<file path="src/hdl/tcw_pkg.sv">
// ----------------------------------------------------------------------------
// tcw_pkg
// Types and constants shared by the text console writer modules.
// ----------------------------------------------------------------------------
package tcw_pkg;

  localparam int ROWS        = 25;
  localparam int COLS        = 80;
  localparam int SCREEN_SIZE = ROWS * COLS;

  localparam int ADDR_W = $clog2(SCREEN_SIZE);
  localparam int CUR_W  = $clog2(SCREEN_SIZE + COLS);
  localparam int COL_W  = $clog2(COLS);
  localparam int IDX_W  = $clog2(SCREEN_SIZE + 1);

  localparam int CHAR_W  = 8;
  localparam int ATTR_W  = 8;
  localparam int CELL_W  = 16;
  localparam int POS_W   = 11;
  localparam int RADDR_W = 11;

  localparam logic [CELL_W-1:0] BLANK_CELL   = 16'h0720;
  localparam logic [ATTR_W-1:0] DEFAULT_ATTR = 8'h07;
  localparam logic [CHAR_W-1:0] SPACE_CHAR   = 8'h20;
  localparam int                TAB_STEP     = 8;

  localparam logic [CHAR_W-1:0] CH_BS  = 8'd8;
  localparam logic [CHAR_W-1:0] CH_TAB = 8'd9;
  localparam logic [CHAR_W-1:0] CH_LF  = 8'd10;
  localparam logic [CHAR_W-1:0] CH_CR  = 8'd13;

  localparam logic CMD_PUT  = 1'b0;
  localparam logic CMD_READ = 1'b1;

  typedef enum logic [2:0] {
    ST_CLEAR,
    ST_IDLE,
    ST_EXEC,
    ST_RDWAIT,
    ST_POST,
    ST_COPY,
    ST_BLANK,
    ST_FINISH
  } state_t;

  typedef struct packed {
    logic              put;
    logic              scroll;
    logic [CHAR_W-1:0] code;
  } cur_ctl_t;

  typedef struct packed {
    logic [CUR_W-1:0] cursor;
    logic             past_end;
  } cur_stat_t;

endpackage

</file>
<file path="src/hdl/tcw_cursor.sv">
// ----------------------------------------------------------------------------
// tcw_cursor
// Cursor register with its column, stepped by put commands and scrolls.
// ----------------------------------------------------------------------------
module tcw_cursor (
  input  logic               clk,
  input  logic               rst_n,
  input  tcw_pkg::cur_ctl_t  ctl,
  output tcw_pkg::cur_stat_t stat
);

  logic [tcw_pkg::CUR_W-1:0]   cursor_r, cursor_nxt;
  logic [tcw_pkg::COL_W-1:0]   col_r, col_nxt;
  logic [tcw_pkg::COL_W:0]     col_inc, col_tab;

  // The column is tracked alongside the cursor so that row starts need no division.
  always_comb begin
    col_inc = (tcw_pkg::COL_W+1)'(col_r) + (tcw_pkg::COL_W+1)'(1);
    if (col_inc >= (tcw_pkg::COL_W+1)'(tcw_pkg::COLS)) begin
      col_inc = col_inc - (tcw_pkg::COL_W+1)'(tcw_pkg::COLS);
    end
    col_tab = (tcw_pkg::COL_W+1)'(col_r) + (tcw_pkg::COL_W+1)'(tcw_pkg::TAB_STEP);
    if (col_tab >= (tcw_pkg::COL_W+1)'(tcw_pkg::COLS)) begin
      col_tab = col_tab - (tcw_pkg::COL_W+1)'(tcw_pkg::COLS);
    end
  end

  always_comb begin
    cursor_nxt = cursor_r;
    col_nxt    = col_r;
    if (ctl.scroll) begin
      cursor_nxt = cursor_r - tcw_pkg::CUR_W'(tcw_pkg::COLS);
    end else if (ctl.put) begin
      unique case (ctl.code)
        tcw_pkg::CH_BS: begin
          if (cursor_r != '0) begin
            cursor_nxt = cursor_r - tcw_pkg::CUR_W'(1);
            col_nxt    = (col_r == '0) ? tcw_pkg::COL_W'(tcw_pkg::COLS - 1)
                                       : col_r - tcw_pkg::COL_W'(1);
          end
        end
        tcw_pkg::CH_TAB: begin
          cursor_nxt = cursor_r + tcw_pkg::CUR_W'(tcw_pkg::TAB_STEP);
          col_nxt    = col_tab[tcw_pkg::COL_W-1:0];
        end
        tcw_pkg::CH_LF: begin
          cursor_nxt = cursor_r - tcw_pkg::CUR_W'(col_r) + tcw_pkg::CUR_W'(tcw_pkg::COLS);
          col_nxt    = '0;
        end
        tcw_pkg::CH_CR: begin
          cursor_nxt = cursor_r - tcw_pkg::CUR_W'(col_r);
          col_nxt    = '0;
        end
        default: begin
          cursor_nxt = cursor_r + tcw_pkg::CUR_W'(1);
          col_nxt    = col_inc[tcw_pkg::COL_W-1:0];
        end
      endcase
    end
  end

  always_ff @(posedge clk) begin
    if (!rst_n) begin
      cursor_r <= '0;
      col_r    <= '0;
    end else begin
      cursor_r <= cursor_nxt;
      col_r    <= col_nxt;
    end
  end

  assign stat.cursor   = cursor_r;
  assign stat.past_end = (cursor_r >= tcw_pkg::CUR_W'(tcw_pkg::SCREEN_SIZE));

endmodule

</file>
<file path="config.mk">
export PLATFORM = sky130hd
export DESIGN_NAME = tcw_cursor
export DESIGN_NICKNAME = d
export VERILOG_FILES = /design/src/hdl/tcw_pkg.sv /design/src/hdl/tcw_cursor.sv
export SDC_FILE = /design/constraint.sdc
export NUM_CORES = 1
export LEC_CHECK = 0
export BUFFER_PORTS_ARGS = -buffer_cell sky130_fd_sc_hd__buf_2
export CORE_MARGIN = 5
export CORE_UTILIZATION = 40
export DETAILED_ROUTE_END_ITERATION = 8
export SLEW_MARGIN = 20
export SYNTH_ARGS = -nofsm -noshare
export SYNTH_HDL_FRONTEND = slang
export SYNTH_SLANG_ARGS = --single-unit
</file>
<file path="constraint.sdc">
create_clock -name clk -period 4.7 [get_ports clk]
set_clock_uncertainty 0.2 [all_clocks]
set_input_delay 0.705 -clock clk [delete_from_list [all_inputs] [get_ports clk]]
set_output_delay 0.705 -clock clk [all_outputs]
set_load 0.01 [all_outputs]
</file>
# Yosys cells after proc, flatten, opt, wreduce, memory -nomap -nowiden
# Index checks and enable logic that the tools add are counted.
# Widths: inputs -> output; s select.
[word_totals]
reg_bits = 19
word_cells = 38
output_inout_bits = 13
[op_classes]
n_lt_le_gt_ge = 3
bitwise = 1
n_eq_ne = 6
reduce_logical = 6
n_addsub = 11
mux = 9
[ops]
columns = ["op", "n"]
rows = [
  ["$pmux 12 s4", 1],
  ["$mux 12", 3],
  ["$eq 8x4->1 const B", 4],
  ["$mux 7", 4],
  ["$pmux 7 s3", 1],
  ["$ge 8x7->1 const B", 2],
  ["$sub 7x7->7 const B", 2],
  ["$add 12x1->12 const B", 1],
  ["$add 12x4->12 const B", 1],
  ["$add 12x7->12 const B", 1],
  ["$ge 12x11->1 const B", 1],
  ["$reduce_bool 12->1", 1],
  ["$sub 12x1->12 const B", 1],
  ["$sub 12x7->12", 1],
  ["$sub 12x7->12 const B", 1],
  ["$add 7x1->8 const B", 1],
  ["$add 7x4->8 const B", 1],
  ["$logic_not 7->1", 1],
  ["$sub 7x1->7 const B", 1],
  ["$ne 3x3->1 const B", 1],
  ["$reduce_and 3->1", 1],
  ["$ne 2x2->1 const B", 1],
  ["$reduce_and 2->1", 1],
  ["$reduce_bool 2->1", 1],
  ["other kinds (2)", 2],
]

# Longest topological paths before layout
[depth]
depth_word = 5
depth_mapped = 13

# Least setup slack after synthesis
# Ideal clock, no wire load.
[synth_path]
path_type = "input-to-reg"
from = "input port ctl[6] (netlist bit)"
to = "register cursor_r[11] (netlist bit)"
n_path_buf = 0
setup_ns = 0.074
stages = 12
setup_slack_ns = 0.896
arrival_time_ns = 3.530
cell_sequence = "nor4b_2 -> nand3_2 -> inv_1 -> ha_1 -> a211oi_1 -> nor2_1 -> or4_1 -> a211o_1 -> o41ai_2 -> xnor2_1 -> nand2_1 -> a31oi_1"
[synth_between]
elab_chain_len = 4
elab_cells_between_ends = 9
classes_between = "eq/ne: 5; mux: 3; reduce/logical: 1"
[synth_rtl]
columns = ["item", "line", "rtl"]
rows = [
  ["from (decl)", "tcw_cursor.sv:8", "input tcw_pkg::cur_ctl_t ctl,"],
  ["$eq 8x4->1", "tcw_cursor.sv:34", "unique case (ctl.code)"],
  ["$pmux 12 s4", "tcw_cursor.sv:34", ""],
  ["$mux 12", "tcw_cursor.sv:33", "end else if (ctl.put) begin"],
  ["$mux 12", "tcw_cursor.sv:31", "if (ctl.scroll) begin"],
  ["to (signal assigned)", "tcw_cursor.sv:67", "cursor_r <= cursor_nxt;"],
  ["to (decl)", "tcw_cursor.sv:12", "logic [tcw_pkg::CUR_W-1:0] cursor_r, cursor_nxt;"],
]
# Parallel ways exist; a longest one is shown, timed or not. The select of a mux whose other input is x is not followed.
# A chain may end at the register's enable or synchronous reset.

# Final worst setup path
# Ends and elaborated chain as after synthesis.

==> results.toml <==
[routing]
detail_route.vias_per_cell = 5.90
antenna_violating_nets_post_route = 0
routedWlPerCell_um = 17.4
post-route-drc-count = 0
via_count = 3069
drt_iter0_drc = 158
dr.pass1.iters = 4
finalWirelength_mm = 9.05

[yosys]
synth-async-reset-ratio = 0
synth_top_cells_by_area = "sky130_fd_sc_hd__ha_1, sky130_fd_sc_hd__dfxtp_1, sky130_fd_sc_hd__xnor2_1"
syn-instance-count = 405
post-synth-top-count-cell = "sky130_fd_sc_hd__nor2_1"
ys_seq_elements = 19
yosysSeqAreaShare = 0.123
syn-num-nets = 451
cell_area_after_synthesis_sq_um = 3100
post_synth_most_frequent_cells = "sky130_fd_sc_hd__nor2_1, sky130_fd_sc_hd__a21oi_1, sky130_fd_sc_hd__ha_1, sky130_fd_sc_hd__nand2_1, sky130_fd_sc_hd__xnor2_1"
dominantRegCellSynth = "sky130_fd_sc_hd__dfxtp_1"
number_of_enable_type_register_cells_in_the_synthesized_netlist = 0
synthDistinctLibCells = 77
synth_top_cell_by_area = "sky130_fd_sc_hd__ha_1"
post_synth_top_area_share = 0.129
ys.warnings.count = 0
postSynthAreaPerCell_sq_um = 7.64

[layout]
post-route-cell-area_sq_um = 3300
number_of_nets_in_the_final_layout = 465
antennaDiodeCount = 0
area.growth.synth_to_final_pct = 6.55
post_route_cells_drive_above_1_share = 0.132

[clock_tree]
clock_buffers_created_by_tritoncts = 3
cts_num_sinks = 19
clock_tree.root_cell = "sky130_fd_sc_hd__clkbuf_8"
postCtsSetupRepairBufs = 0
cts_htree_levels = 1
tritoncts = "built"
clock_path_buffers = 2
cts.clk_slew.worst_paths_ns = 0.09
ctsHoldBuffers = 0
clock_insertion_delay_worst_skew_ns = 0.27
postCtsResizedCells = 0

[die]
die_h_um = 98.0
placeableCoreArea_sq_um = 7650
fp-row-count = 32
die_width_um = 98.0
die_area_sq_um = 9600
io_pins = 25
initial_core_util = 0.405

[timing]
final_hold_viol_count = 0
achievable-frequency_mhz = 267
final-max-slew-violation-count = 0
worst_slew_margin_rel = 0.359
worstMarginPinSlew_ns = 0.954
final_setup_vio_count = 0
final.period_utilization = 0.798
unrepaired_setup_endpoints_after_global_routing = "no"
timing.final.ws_setup_ns = 0.952
totalNegativeSetupSlack_ns = 0
final_period_minus_worst_setup_slack_ns = 3.75
hold_ws_ns = 0.357

[worst_setup_path]
cpPeakStageDelay_ns = 0.44
worstPathArrival_ns = 3.76
timing_worst_setup_path_type = "input port to flip-flop"
worstSetupStartpointType = "input port"
worst_ep_required_time_ns = 4.71
critical_path.cell_chain = "buf_2, nor4b_2, nand3_2, inv_1, ha_1, a211oi_1, nor2_1, or4_1, a211o_1, o41ai_2, xnor2_1, nand2_1, a31oi_1"
cp_endpoint_kind = "flip-flop"
timing.critical_path.slowest_stage_cell = "sky130_fd_sc_hd__or4_1"
critPathMaxFanout = 14

[power]
max-vdd-ir-drop_v = 0.000116
static-leakage-power_nw = 1.37
intPower_mw = 0.421
power.net_switching_mw = 0.347
comb_power_share = 0.548
cellPowerDensity_nw_per_um2 = 233
design_power_total_mw = 0.767
clockPowerShare = 0.165
p_seq_frac = 0.287
p_sw_frac = 0.452

[grt]
gr-usage-all-layers = 0.190
grt_first_pass_wirelength_mm = 14.9
first_global_vias = 2937
maximum_number_of_pins_on_one_net_before_global_route_repair = 22
antenna_violations_before_repair = 0
grt-ovfl-total = 0

[place]
port-buffer-count = 24
detailedPlace.worstSlack_ns = 0.692
finalWeightedCongestion = 0.864
hpwl_mm = 6.82
dpl-instance-area_sq_um = 3250

[outcome]
outcome = "completed"

[run]
max_cap_viol_count = 0

[worst_hold_path]
hold_path_class = "flip-flop to flip-flop"
[area by class of cell]
type	count	area, sq um
multi-input combinational	351	2550
sequential	19	380
tap	102	128
timing repair buffer	25	128
inverter	19	71.3
fill	826	4350
clock buffer	4	45.0
[cells in the final DEF (no fill, tap or decap), types with 3 or more instances in the layout]
cell type,instances
sky130_fd_sc_hd__nand2b_1,4
sky130_fd_sc_hd__o211a_1,3
sky130_fd_sc_hd__and2_1,8
sky130_fd_sc_hd__a21oi_1,32
sky130_fd_sc_hd__ha_1,32
sky130_fd_sc_hd__nor2_1,38
sky130_fd_sc_hd__o21ai_0,16
sky130_fd_sc_hd__mux2i_1,4
sky130_fd_sc_hd__dfxtp_1,19
sky130_fd_sc_hd__nand2_1,32
sky130_fd_sc_hd__buf_2,24
sky130_fd_sc_hd__xor2_1,7
sky130_fd_sc_hd__nor3_1,13
sky130_fd_sc_hd__o221ai_1,4
sky130_fd_sc_hd__a211oi_1,8
sky130_fd_sc_hd__xnor2_1,27
sky130_fd_sc_hd__nor3b_1,3
sky130_fd_sc_hd__o211ai_1,3
sky130_fd_sc_hd__a211o_1,5
sky130_fd_sc_hd__nand4_1,4
sky130_fd_sc_hd__a21o_1,6
sky130_fd_sc_hd__inv_1,18
sky130_fd_sc_hd__nand3_1,14
sky130_fd_sc_hd__a221oi_1,5
sky130_fd_sc_hd__o21a_1,6
sky130_fd_sc_hd__a31oi_1,5
sky130_fd_sc_hd__clkbuf_8,3
sky130_fd_sc_hd__nor2b_1,6
sky130_fd_sc_hd__o21ai_1,7
[metrics by stage]
| step | instances | util |
|---|---|---|
| finish | 520 | 0.431 |
| global route | 520 | 0.431 |
| CTS | 520 | 0.431 |
| detailed placement | 516 | 0.425 |
| global placement | 516 | 0.425 |
| floorplan | 405 | - |
[power groups by stage]
| stage | clock, mW | combinational [mW] | sequential [mW] |
|---|---|---|---|
| floorplan | 0 | 0.351 | 0.200 |
| global placement | 0 | 0.412 | 0.224 |
| detailed placement | 0 | 0.413 | 0.224 |
| CTS | 0.134 | 0.417 | 0.220 |
| global route | 0.138 | 0.467 | 0.224 |
| finish | 0.127 | 0.421 | 0.220 |
[layer usage]
metal | share of wire | wire length [um] | vias to the layer above | GRT usage
li1 | - | - | 1529 | -
met1 | 0.45 | 4040 | 1434 | 0.245
met2 | 0.48 | 4330 | 89 | 0.322
met3 | 0.049 | 447 | 17 | 0.0279
met4 | 0.026 | 231 | 0 | 0.0650
met5 | 0 | 0 | - | 0
[state kept, by name, indices dropped and copies added, names as in the netlist]
name	cells
cursor_r	12
col_r	7
[cells by family (layout without fill, tap and decap cells)]
kind of cell             Yosys count  after routing  synth area share
adder cells (fa/ha/maj)           34             34             0.142
XOR/XNOR                          36             36             0.107
multiplexers                       4              4            0.0129
buffers and inverters             35             48            0.0546
AO/OA/AOI/OAI                    133            133             0.319
flip-flops                        19             19             0.123
AND/OR/NAND/NOR                  144            144             0.242
[worst max-delay path: cells and delay by family]
kind	cells	cell delay, ns
buf+inv	2	0.48
fa+ha+maj	1	0.34
xor+xnor	1	0.15
simple gates	5	1.13
compound gates	4	0.96
[worst paths after layout]
path | start | endpoint | slack (ns) | depth (start not counted)
setup / recovery | ctl[6] | cursor_r[11]$_SDFFE_PN0P_ | 0.95 | 13
hold / removal | col_r[6]$_SDFFE_PN0P_ | col_r[6]$_SDFFE_PN0P_ | 0.36 | 2
setup reg to reg | col_r[0]$_SDFFE_PN0P_ | cursor_r[9]$_SDFFE_PN0P_ | 1.38 | 11
hold reg to reg | col_r[6]$_SDFFE_PN0P_ | col_r[6]$_SDFFE_PN0P_ | 0.36 | 2
Note: power is estimated with default switching activity, not from simulation.
